<file path="src/hdl/bcc_pkg.sv">
// Package for the bounded coin change block: request and response beats,
// controller states and the command and status bundles between the units.
// No dependencies.
`timescale 1ns / 1ps

package bcc_pkg;

    localparam int unsigned AMOUNT_W = 10;
    localparam int unsigned STOCK_W  = 8;
    localparam int unsigned PSTOCK_W = 10;
    localparam int unsigned QOUT_W   = 6;
    localparam int unsigned DOUT_W   = 7;
    localparam int unsigned NOUT_W   = 8;
    localparam int unsigned POUT_W   = 10;
    // amount / 5 fits 8 bits, coin total fits 11 bits
    localparam int unsigned K_W      = 8;
    localparam int unsigned TOT_W    = 11;

    // floor(x / 5) == (x * 205) >> 10 for x < 1024
    localparam int unsigned DIV5_MUL   = 205;
    localparam int unsigned DIV5_SHIFT = 10;

    // per-coin value, in units of five cents
    localparam logic [K_W-1:0] QUARTER_K = 8'd5;
    localparam logic [K_W-1:0] DIME_K    = 8'd2;

    typedef struct packed {
        logic [AMOUNT_W-1:0] amount;
        logic [STOCK_W-1:0]  quarter_stock;
        logic [STOCK_W-1:0]  dime_stock;
        logic [STOCK_W-1:0]  nickel_stock;
        logic [PSTOCK_W-1:0] penny_stock;
    } t_coin_req;

    typedef struct packed {
        logic              success;
        logic [QOUT_W-1:0] quarters_out;
        logic [DOUT_W-1:0] dimes_out;
        logic [NOUT_W-1:0] nickels_out;
        logic [POUT_W-1:0] pennies_out;
    } t_coin_rsp;

    typedef enum logic [1:0] {
        ST_IDLE,
        ST_SEARCH,
        ST_DONE
    } t_state;

    typedef struct packed {
        logic load;
        logic step;
    } t_dp_cmd;

    typedef struct packed {
        logic reject;
        logic last;
    } t_dp_status;

endpackage

</file>
<file path="src/hdl/bcc_datapath.sv">
// Search datapath: holds the request, walks quarter and dime counts one trial
// per cycle and keeps the best combination. Depends on bcc_pkg.
`timescale 1ns / 1ps

module bcc_datapath #(
    parameter int unsigned AMOUNT_MAX     = 1023,
    parameter int unsigned COIN_STOCK_MAX = 255
) (
    input  logic               i_clk,
    input  bcc_pkg::t_coin_req i_req,
    input  bcc_pkg::t_dp_cmd   i_cmd,
    output bcc_pkg::t_dp_status o_status,
    output bcc_pkg::t_coin_rsp o_rsp
);
    import bcc_pkg::*;

    logic [STOCK_W-1:0]  r_qs, r_ds, r_ns;
    logic [PSTOCK_W-1:0] r_ps;
    logic [2:0]          r_r0;
    logic [K_W-1:0]      r_kq, r_kd;
    logic [QOUT_W-1:0]   r_q;
    logic [DOUT_W-1:0]   r_d;
    logic                r_reject;
    logic                r_found;
    logic [TOT_W-1:0]    r_best;
    logic [QOUT_W-1:0]   r_bq;
    logic [DOUT_W-1:0]   r_bd;
    logic [NOUT_W-1:0]   r_bn;
    logic [POUT_W-1:0]   r_bp;

    logic [AMOUNT_W+K_W-1:0] prod;
    logic [K_W-1:0]          k0;
    logic [AMOUNT_W-1:0]     r0_full;
    logic                    reject;
    logic [K_W-1:0]          n_cnt;
    logic [K_W-1:0]          k_left;
    logic [TOT_W-1:0]        p_cnt;
    logic [TOT_W-1:0]        total;
    logic                    p_ok, better, d_more, q_more;

    // load: amount = 5*k0 + r0, k0 by reciprocal multiply
    always_comb begin
        prod    = i_req.amount * (AMOUNT_W+K_W)'(DIV5_MUL);
        k0      = prod[DIV5_SHIFT +: K_W];
        r0_full = i_req.amount - AMOUNT_W'({k0, 2'b00}) - AMOUNT_W'(k0);
        reject  = (i_req.amount == '0)
               || (32'(i_req.amount) > 32'(AMOUNT_MAX))
               || (32'(i_req.quarter_stock) > 32'(COIN_STOCK_MAX))
               || (32'(i_req.dime_stock) > 32'(COIN_STOCK_MAX))
               || (32'(i_req.nickel_stock) > 32'(COIN_STOCK_MAX));
    end

    // one trial: most nickels within stock, pennies make up the rest
    always_comb begin
        n_cnt  = (r_ns < r_kd) ? r_ns : r_kd;
        k_left = r_kd - n_cnt;
        p_cnt  = TOT_W'(r_r0) + TOT_W'({k_left, 2'b00}) + TOT_W'(k_left);
        p_ok   = p_cnt <= TOT_W'(r_ps);
        total  = TOT_W'(r_q) + TOT_W'(r_d) + TOT_W'(n_cnt) + p_cnt;
        better = p_ok && (!r_found || (total < r_best));
        d_more = (STOCK_W'(r_d) < r_ds) && (r_kd >= DIME_K);
        q_more = (STOCK_W'(r_q) < r_qs) && (r_kq >= QUARTER_K);
    end

    always_ff @(posedge i_clk) begin
        if (i_cmd.load) begin
            r_qs     <= i_req.quarter_stock;
            r_ds     <= i_req.dime_stock;
            r_ns     <= i_req.nickel_stock;
            r_ps     <= i_req.penny_stock;
            r_r0     <= r0_full[2:0];
            r_kq     <= k0;
            r_kd     <= k0;
            r_q      <= '0;
            r_d      <= '0;
            r_reject <= reject;
            r_found  <= 1'b0;
        end else if (i_cmd.step) begin
            if (better) begin
                r_found <= 1'b1;
                r_best  <= total;
                r_bq    <= r_q;
                r_bd    <= r_d;
                r_bn    <= n_cnt;
                r_bp    <= p_cnt[POUT_W-1:0];
            end
            if (d_more) begin
                r_d  <= r_d + 1'b1;
                r_kd <= r_kd - DIME_K;
            end else if (q_more) begin
                r_q  <= r_q + 1'b1;
                r_d  <= '0;
                r_kq <= r_kq - QUARTER_K;
                r_kd <= r_kq - QUARTER_K;
            end
        end
    end

    assign o_status.reject = r_reject;
    assign o_status.last   = !d_more && !q_more;

    always_comb begin
        o_rsp.success      = r_found;
        o_rsp.quarters_out = r_found ? r_bq : '0;
        o_rsp.dimes_out    = r_found ? r_bd : '0;
        o_rsp.nickels_out  = r_found ? r_bn : '0;
        o_rsp.pennies_out  = r_found ? r_bp : '0;
    end

endmodule

</file>
<file path="src/hdl/bcc_ctrl.sv">
// Controller state machine: takes a request, steps the search and presents
// the response for one cycle. Depends on bcc_pkg.
`timescale 1ns / 1ps

module bcc_ctrl (
    input  logic                i_clk,
    input  logic                i_rst_n,
    input  logic                i_start,
    input  bcc_pkg::t_dp_status i_status,
    output logic                o_busy,
    output logic                o_strobe,
    output bcc_pkg::t_dp_cmd    o_cmd
);
    import bcc_pkg::*;

    t_state r_state, n_state;

    always_ff @(posedge i_clk) begin
        if (!i_rst_n) begin
            r_state <= ST_IDLE;
        end else begin
            r_state <= n_state;
        end
    end

    always_comb begin
        n_state = r_state;
        case (r_state)
            ST_IDLE: begin
                if (i_start) n_state = ST_SEARCH;
            end
            ST_SEARCH: begin
                if (i_status.reject || i_status.last) n_state = ST_DONE;
            end
            ST_DONE: begin
                n_state = ST_IDLE;
            end
            default: begin
                n_state = ST_IDLE;
            end
        endcase
    end

    always_comb begin
        o_busy     = 1'b1;
        o_strobe   = 1'b0;
        o_cmd.load = 1'b0;
        o_cmd.step = 1'b0;
        case (r_state)
            ST_IDLE: begin
                o_busy     = 1'b0;
                o_cmd.load = i_start;
            end
            ST_SEARCH: begin
                o_cmd.step = !i_status.reject;
            end
            ST_DONE: begin
                o_strobe = 1'b1;
            end
            default: begin
                o_busy = 1'b1;
            end
        endcase
    end

endmodule

</file>
<file path="src/hdl/bounded_coin_change_min_top.sv">
// After the accept edge the search runs T (quarters, dimes) trials, one per cycle, and
// then strobes the result; T is the sum over q of (dmax(q)+1), at most 2163 at the
// default amount range, and a refused or zero request runs no trial. A new request
// is taken only in idle; busy drops the cycle after the strobe.
// Reset (synchronous, active low) returns the controller to idle; nothing else
// is cleared. The receiver cannot stall: the strobe lasts exactly one cycle.
`timescale 1ns / 1ps

module bounded_coin_change_min_top #(
    parameter int unsigned AMOUNT_MAX     = 1023,
    parameter int unsigned COIN_STOCK_MAX = 255
) (
    input  logic               i_clk,
    input  logic               i_rst_n,
    // request beat: taken when start is high and busy is low
    input  logic               start,
    output logic               busy,
    input  bcc_pkg::t_coin_req i_req,
    // response beat: valid for the single cycle o_strobe is high
    output logic               o_strobe,
    output bcc_pkg::t_coin_rsp o_rsp
);
    import bcc_pkg::*;

    t_dp_cmd    dp_cmd;
    t_dp_status dp_status;

    // Controller: idle -> search (one trial per cycle) -> done (strobe).
    // A request that is zero or out of range runs no trial and goes from search to done.
    bcc_ctrl u_ctrl (
        .i_clk    (i_clk),
        .i_rst_n  (i_rst_n),
        .i_start  (start),
        .i_status (dp_status),
        .o_busy   (busy),
        .o_strobe (o_strobe),
        .o_cmd    (dp_cmd)
    );

    // Datapath: the amount is held as 5*k + r; each trial takes the most
    // nickels within stock, fills with pennies and keeps the first combination
    // with the fewest coins, so ties go to fewer quarters, then fewer dimes.
    bcc_datapath #(
        .AMOUNT_MAX     (AMOUNT_MAX),
        .COIN_STOCK_MAX (COIN_STOCK_MAX)
    ) u_dp (
        .i_clk    (i_clk),
        .i_req    (i_req),
        .i_cmd    (dp_cmd),
        .o_status (dp_status),
        .o_rsp    (o_rsp)
    );

endmodule

</file>
<file path="config.mk">
export PLATFORM = sky130hd
export DESIGN_NAME = bounded_coin_change_min_top
export DESIGN_NICKNAME = d
export VERILOG_FILES = /design/src/hdl/bcc_pkg.sv /design/src/hdl/bcc_datapath.sv /design/src/hdl/bcc_ctrl.sv /design/src/hdl/bounded_coin_change_min_top.sv
export SDC_FILE = /design/constraint.sdc
export NUM_CORES = 1
export LEC_CHECK = 0
export BUFFER_PORTS_ARGS = -buffer_cell sky130_fd_sc_hd__buf_4
export CORE_MARGIN = 1.5
export CORE_UTILIZATION = 40
export CTS_CLUSTER_DIAMETER = 100
export DETAILED_ROUTE_END_ITERATION = 10
export SLEW_MARGIN = 20
export SYNTH_ARGS = -nofsm -noshare
export SYNTH_HDL_FRONTEND = slang
export SYNTH_HIERARCHICAL = 1
export SYNTH_SLANG_ARGS = --single-unit
</file>
<file path="constraint.sdc">
create_clock -name i_clk -period 12.45 [get_ports i_clk]
set_clock_uncertainty 0.05 [all_clocks]
set_input_delay 2.49 -clock i_clk [delete_from_list [all_inputs] [get_ports i_clk]]
set_output_delay 2.49 -clock i_clk [all_outputs]
set_load 0.05 [all_outputs]
</file>
Yosys cells after proc, flatten, opt, wreduce, memory -nomap -nowiden --
Index checks and enable logic that the tools add are counted.
Cells by class: $add $sub $neg 12, multiply operators 1, divide/modulo/power cells 0, order comparisons 7, eq/ne operators 5, shift-type cells 0, mux-type cells 21, bitwise logic cells 2, reduce and logical (&&, ||, !) cells 23
Operator list (number):
- 8-bit two-way mux | 9
- 11-bit by 8-bit adder with 11-bit output | 2
- 7-bit two-way mux | 3
- 10-bit by 8-bit multiplier with 18-bit output (second input constant) | 1
- 11-bit adder | 1
- 3-bit by 10-bit adder with 11-bit output | 1
- 11-bit by 10-bit <= comparator with 1-bit output | 1
- 11-bit less-than comparator | 1
- 10-bit logical NOT | 1
- 10-bit two-way mux | 1
- 3-bit AND reduction | 3
- 6-bit by 7-bit adder with 8-bit output | 1
- 8-bit by 2-bit >= comparator with 1-bit output (second input constant) | 1
- 8-bit by 3-bit >= comparator with 1-bit output (second input constant) | 1
- 6-bit by 8-bit less-than comparator with 1-bit output | 1
- 7-bit by 8-bit less-than comparator with 1-bit output | 1
- 8-bit less-than comparator | 1
- 2-bit AND reduction | 4
- 8-bit by 2-bit subtractor with 8-bit output (second input constant) | 1
- 8-bit by 3-bit subtractor with 8-bit output (second input constant) | 1
- 8-bit subtractor | 1
- 7-bit by 1-bit adder with 7-bit output (second input constant) | 1
- 6-bit by 1-bit adder with 6-bit output (second input constant) | 1
- 6-bit two-way mux | 1
- other kinds (15) | 31
Word-level totals: bits in registers 112, latch bits 0, RAM bits 0, ROM bits 0, input port bits 47, output and inout port bits 34, word-level logic and storage cells 88, memories 0

Logic depth before layout (Yosys ltp) --
word-level depth 10, mapped depth 34, gate-level depth less buffers 34

Hierarchy --
The synthesis kept the hierarchy.
Modules (own cells, without submodules):
- bcc_datapath | instances 1, cells an instance 767, area each 8244.2 µm², sequential area each 3163.0 µm²
- bcc_ctrl | instances 1, cells an instance 13, area each 112.6 µm², sequential area each 40.0 µm²

Least setup slack after synthesis --
Ideal clock, no wire load.
path kind reg-to-reg, start register u_dp.r_kd[1], end register u_dp.r_bd[0], enable pin, setup time 0.403 ns, data arrival time 7.891 ns, required time 11.997 ns, path slack 4.105 ns, stages on the path, launching flop included 30, buffers on the path 1, clock period less this slack 8.345 ns, cells stage by stage edfxtp_1 inv_1 ha_1 a21o_1 a211o_1 a21oi_1 buf_2 a21o_1 ha_1 inv_1 fa_1 xor2_1 fa_1 fa_1 a21o_1 a21oi_1 o21ai_0 a21oi_1 xnor2_1 ha_1 ha_1 ha_1 o41ai_1 o21ai_0 xnor2_1 ha_1 a21o_1 nand2_1 and3_1 o2111a_1
Between the ends: word-level cells in the longest chain between the ends 10, elaborated cells on any way between the ends 12, classes of those cells 5 x add/sub; 3 x order compare; 1 x mux; 3 x reduce/logical
Ends and longest elaborated chain:
- start: declaration | line bcc_datapath.sv:20 | logic [K_W-1:0] r_kq, r_kd;
- start signal: assignment | line bcc_datapath.sv:73 | r_kd <= k0;
- start signal: assignment | line bcc_datapath.sv:89 | r_kd <= r_kd - DIME_K;
- start signal: assignment | line bcc_datapath.sv:94 | r_kd <= r_kq - QUARTER_K;
- 8-bit less-than comparator (*) | line bcc_datapath.sv:55 | n_cnt = (r_ns < r_kd) ? r_ns : r_kd;
- 8-bit two-way mux (*) | line bcc_datapath.sv:55
- named net u_dp.n_cnt[0] | line bcc_datapath.sv:35 | logic [K_W-1:0] n_cnt;
- 8-bit subtractor (*) | line bcc_datapath.sv:56 | k_left = r_kd - n_cnt;
- 3-bit by 10-bit adder with 11-bit output | line bcc_datapath.sv:57 | p_cnt = TOT_W'(r_r0) + TOT_W'({k_left, 2'b00}) + TOT_W'(k_left);
- 11-bit by 8-bit adder with 11-bit output (*) | line bcc_datapath.sv:57
- named net u_dp.p_cnt[7] | line bcc_datapath.sv:37 | logic [TOT_W-1:0] p_cnt;
- 11-bit adder (*) | line bcc_datapath.sv:59 | total = TOT_W'(r_q) + TOT_W'(r_d) + TOT_W'(n_cnt) + p_cnt;
- named net u_dp.total[10] | line bcc_datapath.sv:38 | logic [TOT_W-1:0] total;
- 11-bit less-than comparator (*) | line bcc_datapath.sv:60 | better = p_ok && (!r_found || (total < r_best));
- 1-bit logical OR (*) | line bcc_datapath.sv:60
- 1-bit logical AND (*) | line bcc_datapath.sv:60
- 3-bit AND reduction (no line) (*)
- end signal: assignment | line bcc_datapath.sv:83 | r_bd <= r_d;
- end: declaration | line bcc_datapath.sv:27 | logic [DOUT_W-1:0] r_bd;
The timed path passes the listed nets; every way through them passes the cells marked *. A chain may end at the register's enable or synchronous reset.

Worst setup path after layout --
start register u_dp.r_kd[1], end register u_dp.r_bd[6], enable pin
Same word-level chain as after synthesis.

==> results.cfg <==
[synth]
muxShareOfSynthArea_pct = 1.20
ys_top_cells_by_area = edfxtp_1 (34%), ha_1 (20%), fa_1 (7.9%)
synth_area_um2 = 8360
ys_warn_count = 6
yosys.area.top_type = edfxtp_1
synth.distinct_cells = 57
synth_nets = 994
netlist.area_leader.share_pct = 34.5
avgSynthCellArea_um2 = 10.7
synth_top_family_by_area = adder cells
synth_xor_area_share_pct = 5.55
synth_compound_area_share_pct = 9.54
synth_common_cells = ha_1 (134), inv_1 (134), edfxtp_1 (96)
ys_ff_latch = 112
synthSimpleGateAreaFrac_pct = 10.4
synthAdderAreaFrac_pct = 28.1
synth_edf_count = 96
yosysSeqAreaShare_pct = 38.3
synthCells = 780
async_reset_ff_share_pct = 0
synth-main-ff-cell = edfxtp_1

[critical_path]
slowest_delay_ns = 0.89
cp-end-kind = flip-flop
cp_max_fo = 43
slowest_stage = o2111a_2
crit_top_cell = ha_1
cp.arrival_ns = 8.94
critPathKind = flip-flop to flip-flop
cp-start-kind = flip-flop
cp.required_ns = 12.39

[timing]
setup_viol = 0
tightest_slew_ns = 1.03
rsz0062_at_grt = no
timing.slew.headroom_pct = 31.1
hold_viol = 0
drv_slew = 0
fin_crit_ns = 9.00
max_freq_ghz = 0.111
finalSetupTns_ns = 0
timing.final.crit_share_pct = 72.3

[run_status]
status = completed

[clock_network]
cts_sinks = 112
cts_hold_repair.buffers = 0
cts_root_buf = clkbuf_16
cts-resized-gates = 0
clk_path_buf_depth = 2
cts_tree = yes
clock_latency_ns = 0.36
cts_made_buffers = 9
htreeDepth = 3
clk_pin_slew_ns = 0.08
postCtsSetupBuffers = 0

[cells_and_area]
n_antenna_cell = 0
num-nets-final = 1073
n_fill_cell = 1918
drive_above_1_share_pct = 12.5
synthToLayoutAreaGrowth_pct = 14.1

[grt]
use_met3_pct = 2.69
grt_pass1_wl_um = 27200
top_usage_layer = met2
grt_pass1_vias = 5391
grtUsageMet1_pct = 21.2
grt_antenna_before_repair = 0
grt_max_degree = 63
grt_usage_pct = 16.1
grt.met2_usage_pct = 27.0
grt-ovfl-total = 0

[worst_hold_path]
min_path_type = flip-flop to flip-flop

[route]
antenna_left = 0
vias = 5475
vias_per_cell = 4.83
drt_wl_total_um = 16600
drtIter0Drc = 141
first_pass_iters = 4
wire_per_inst_um = 14.7
drc = 0

[floorplan]
rows = 52
core_um2 = 20400
dieWidth_um = 148
initial_core_util_pct = 41.0
die_area_um2 = 21800
io_pins = 81
die_y_um = 148

[run]
drv_cap = 0

[placement]
place.gp.congestion = 0.847
dp_hpwl_um = 13500
portBuffers = 80
==> worst max-delay path: cells and delay by family, from the launching register on <==
kind | cells | cell delay [ns]
buffers and inverters | 2 | 0.22
XOR/XNOR | 3 | 0.72
flip-flops | 1 | 0.50
AO/OA/AOI/OAI | 12 | 3.98
AND/OR/NAND/NOR | 2 | 0.22
adder cells (fa/ha/maj) | 9 | 2.91
==> sequential cells by signal, indices dropped and copies added, names as in the netlist, 8 cells and up <==
register / cells
u_dp/r_kq: 8
u_dp/r_ns: 8
u_dp/r_bp: 10
u_dp/r_ds: 8
u_dp/r_kd: 8
u_dp/r_qs: 8
u_dp/r_best: 11
u_dp/r_bn: 8
u_dp/r_ps: 10
==> placed cells by master (no fill, tap or decap), types with 2 or more instances in the layout <==
cell / netlist / routed
a211oi_1: 2 / 2
a31oi_1: 2 / 2
nor2b_1: 6 / 6
buf_4: 2 / 82
o21a_1: 3 / 3
clkinv_4: 0 / 2
nand2b_1: 11 / 11
nand3_1: 17 / 17
nor2_1: 40 / 39
dfxtp_1: 16 / 16
o41ai_1: 2 / 2
nor3_1: 6 / 6
a21oi_1: 37 / 37
a21oi_2: 3 / 3
xor2_1: 24 / 24
edfxtp_1: 96 / 96
xnor2_1: 29 / 29
nand2_1: 24 / 24
and2_1: 34 / 34
nand4_1: 7 / 7
o21bai_1: 3 / 3
or3_1: 5 / 5
inv_1: 134 / 134
o211ai_1: 3 / 3
o2111ai_1: 3 / 3
nor4_1: 2 / 2
fa_1: 33 / 33
and3_1: 3 / 3
a21o_1: 21 / 21
or4_1: 2 / 2
o21ai_1: 2 / 2
mux2i_1: 10 / 10
clkbuf_16: 0 / 9
a211o_1: 2 / 2
o21ai_0: 30 / 30
ha_1: 134 / 134
==> layout make-up <==
type	instances	area, um^2	share of cell area, %
Inverter	134	503	5.27
Tap cell	270	338	3.54
Sequential cell	112	3200	33.6
Clock buffer	10	229	2.40
Multi-Input combinational cell	520	4590	48.2
Timing Repair Buffer	82	616	6.45
Clock inverter	6	56.3	0.590
==> through the flow <==
stage          util [%]  hold WS, ns  cell area (um^2)  worst slack, ns  std cells
2_1_floorplan         -        0.393              8360             4.11        780
3_3_place_gp       45.4        0.449              9250             3.65       1118
3_5_place_dp       45.4        0.448              9250             3.50       1118
4_1_cts            46.8        0.464              9540             3.46       1134
5_1_grt            46.8        0.497              9540             2.83       1134
6_report           46.8        0.468              9540             3.45       1134
==> per-layer routing <==
layer	routed length (um)	share of wire (%)	vias to the layer above
met5	0	0	-
met4	231	1.4	0
met3	550	3.3	13
met2	7900	48	73
met1	7940	48	2561
li1	-	-	2828
==> path summary, 6_finish.rpt <==
kind | from | end | slack (ns) | cells after the start
max | u_dp/r_kd[1] | u_dp/r_bd[6] | 3.45 | 28
min | u_ctrl/r_state[0] | u_ctrl/r_state[1] | 0.47 | 1
max reg2reg | u_dp/r_kd[1] | u_dp/r_bd[6] | 3.45 | 28
min reg2reg | u_ctrl/r_state[0] | u_ctrl/r_state[1] | 0.47 | 1
==> kinds of logic (layout without fill, tap and decap cells) <==
family                   count (synthesis)  in the layout
XOR/XNOR                                53             53
adder cells (fa/ha/maj)                168            168
AND/OR/NAND/NOR                        166            166
multiplexers                            10             10
AO/OA/AOI/OAI                          123            123
flip-flops                             112            112
buffers and inverters                  148            232
Power is not shown: default switching activity piles up to over one toggle a cycle in this logic, so the estimate is an artifact.
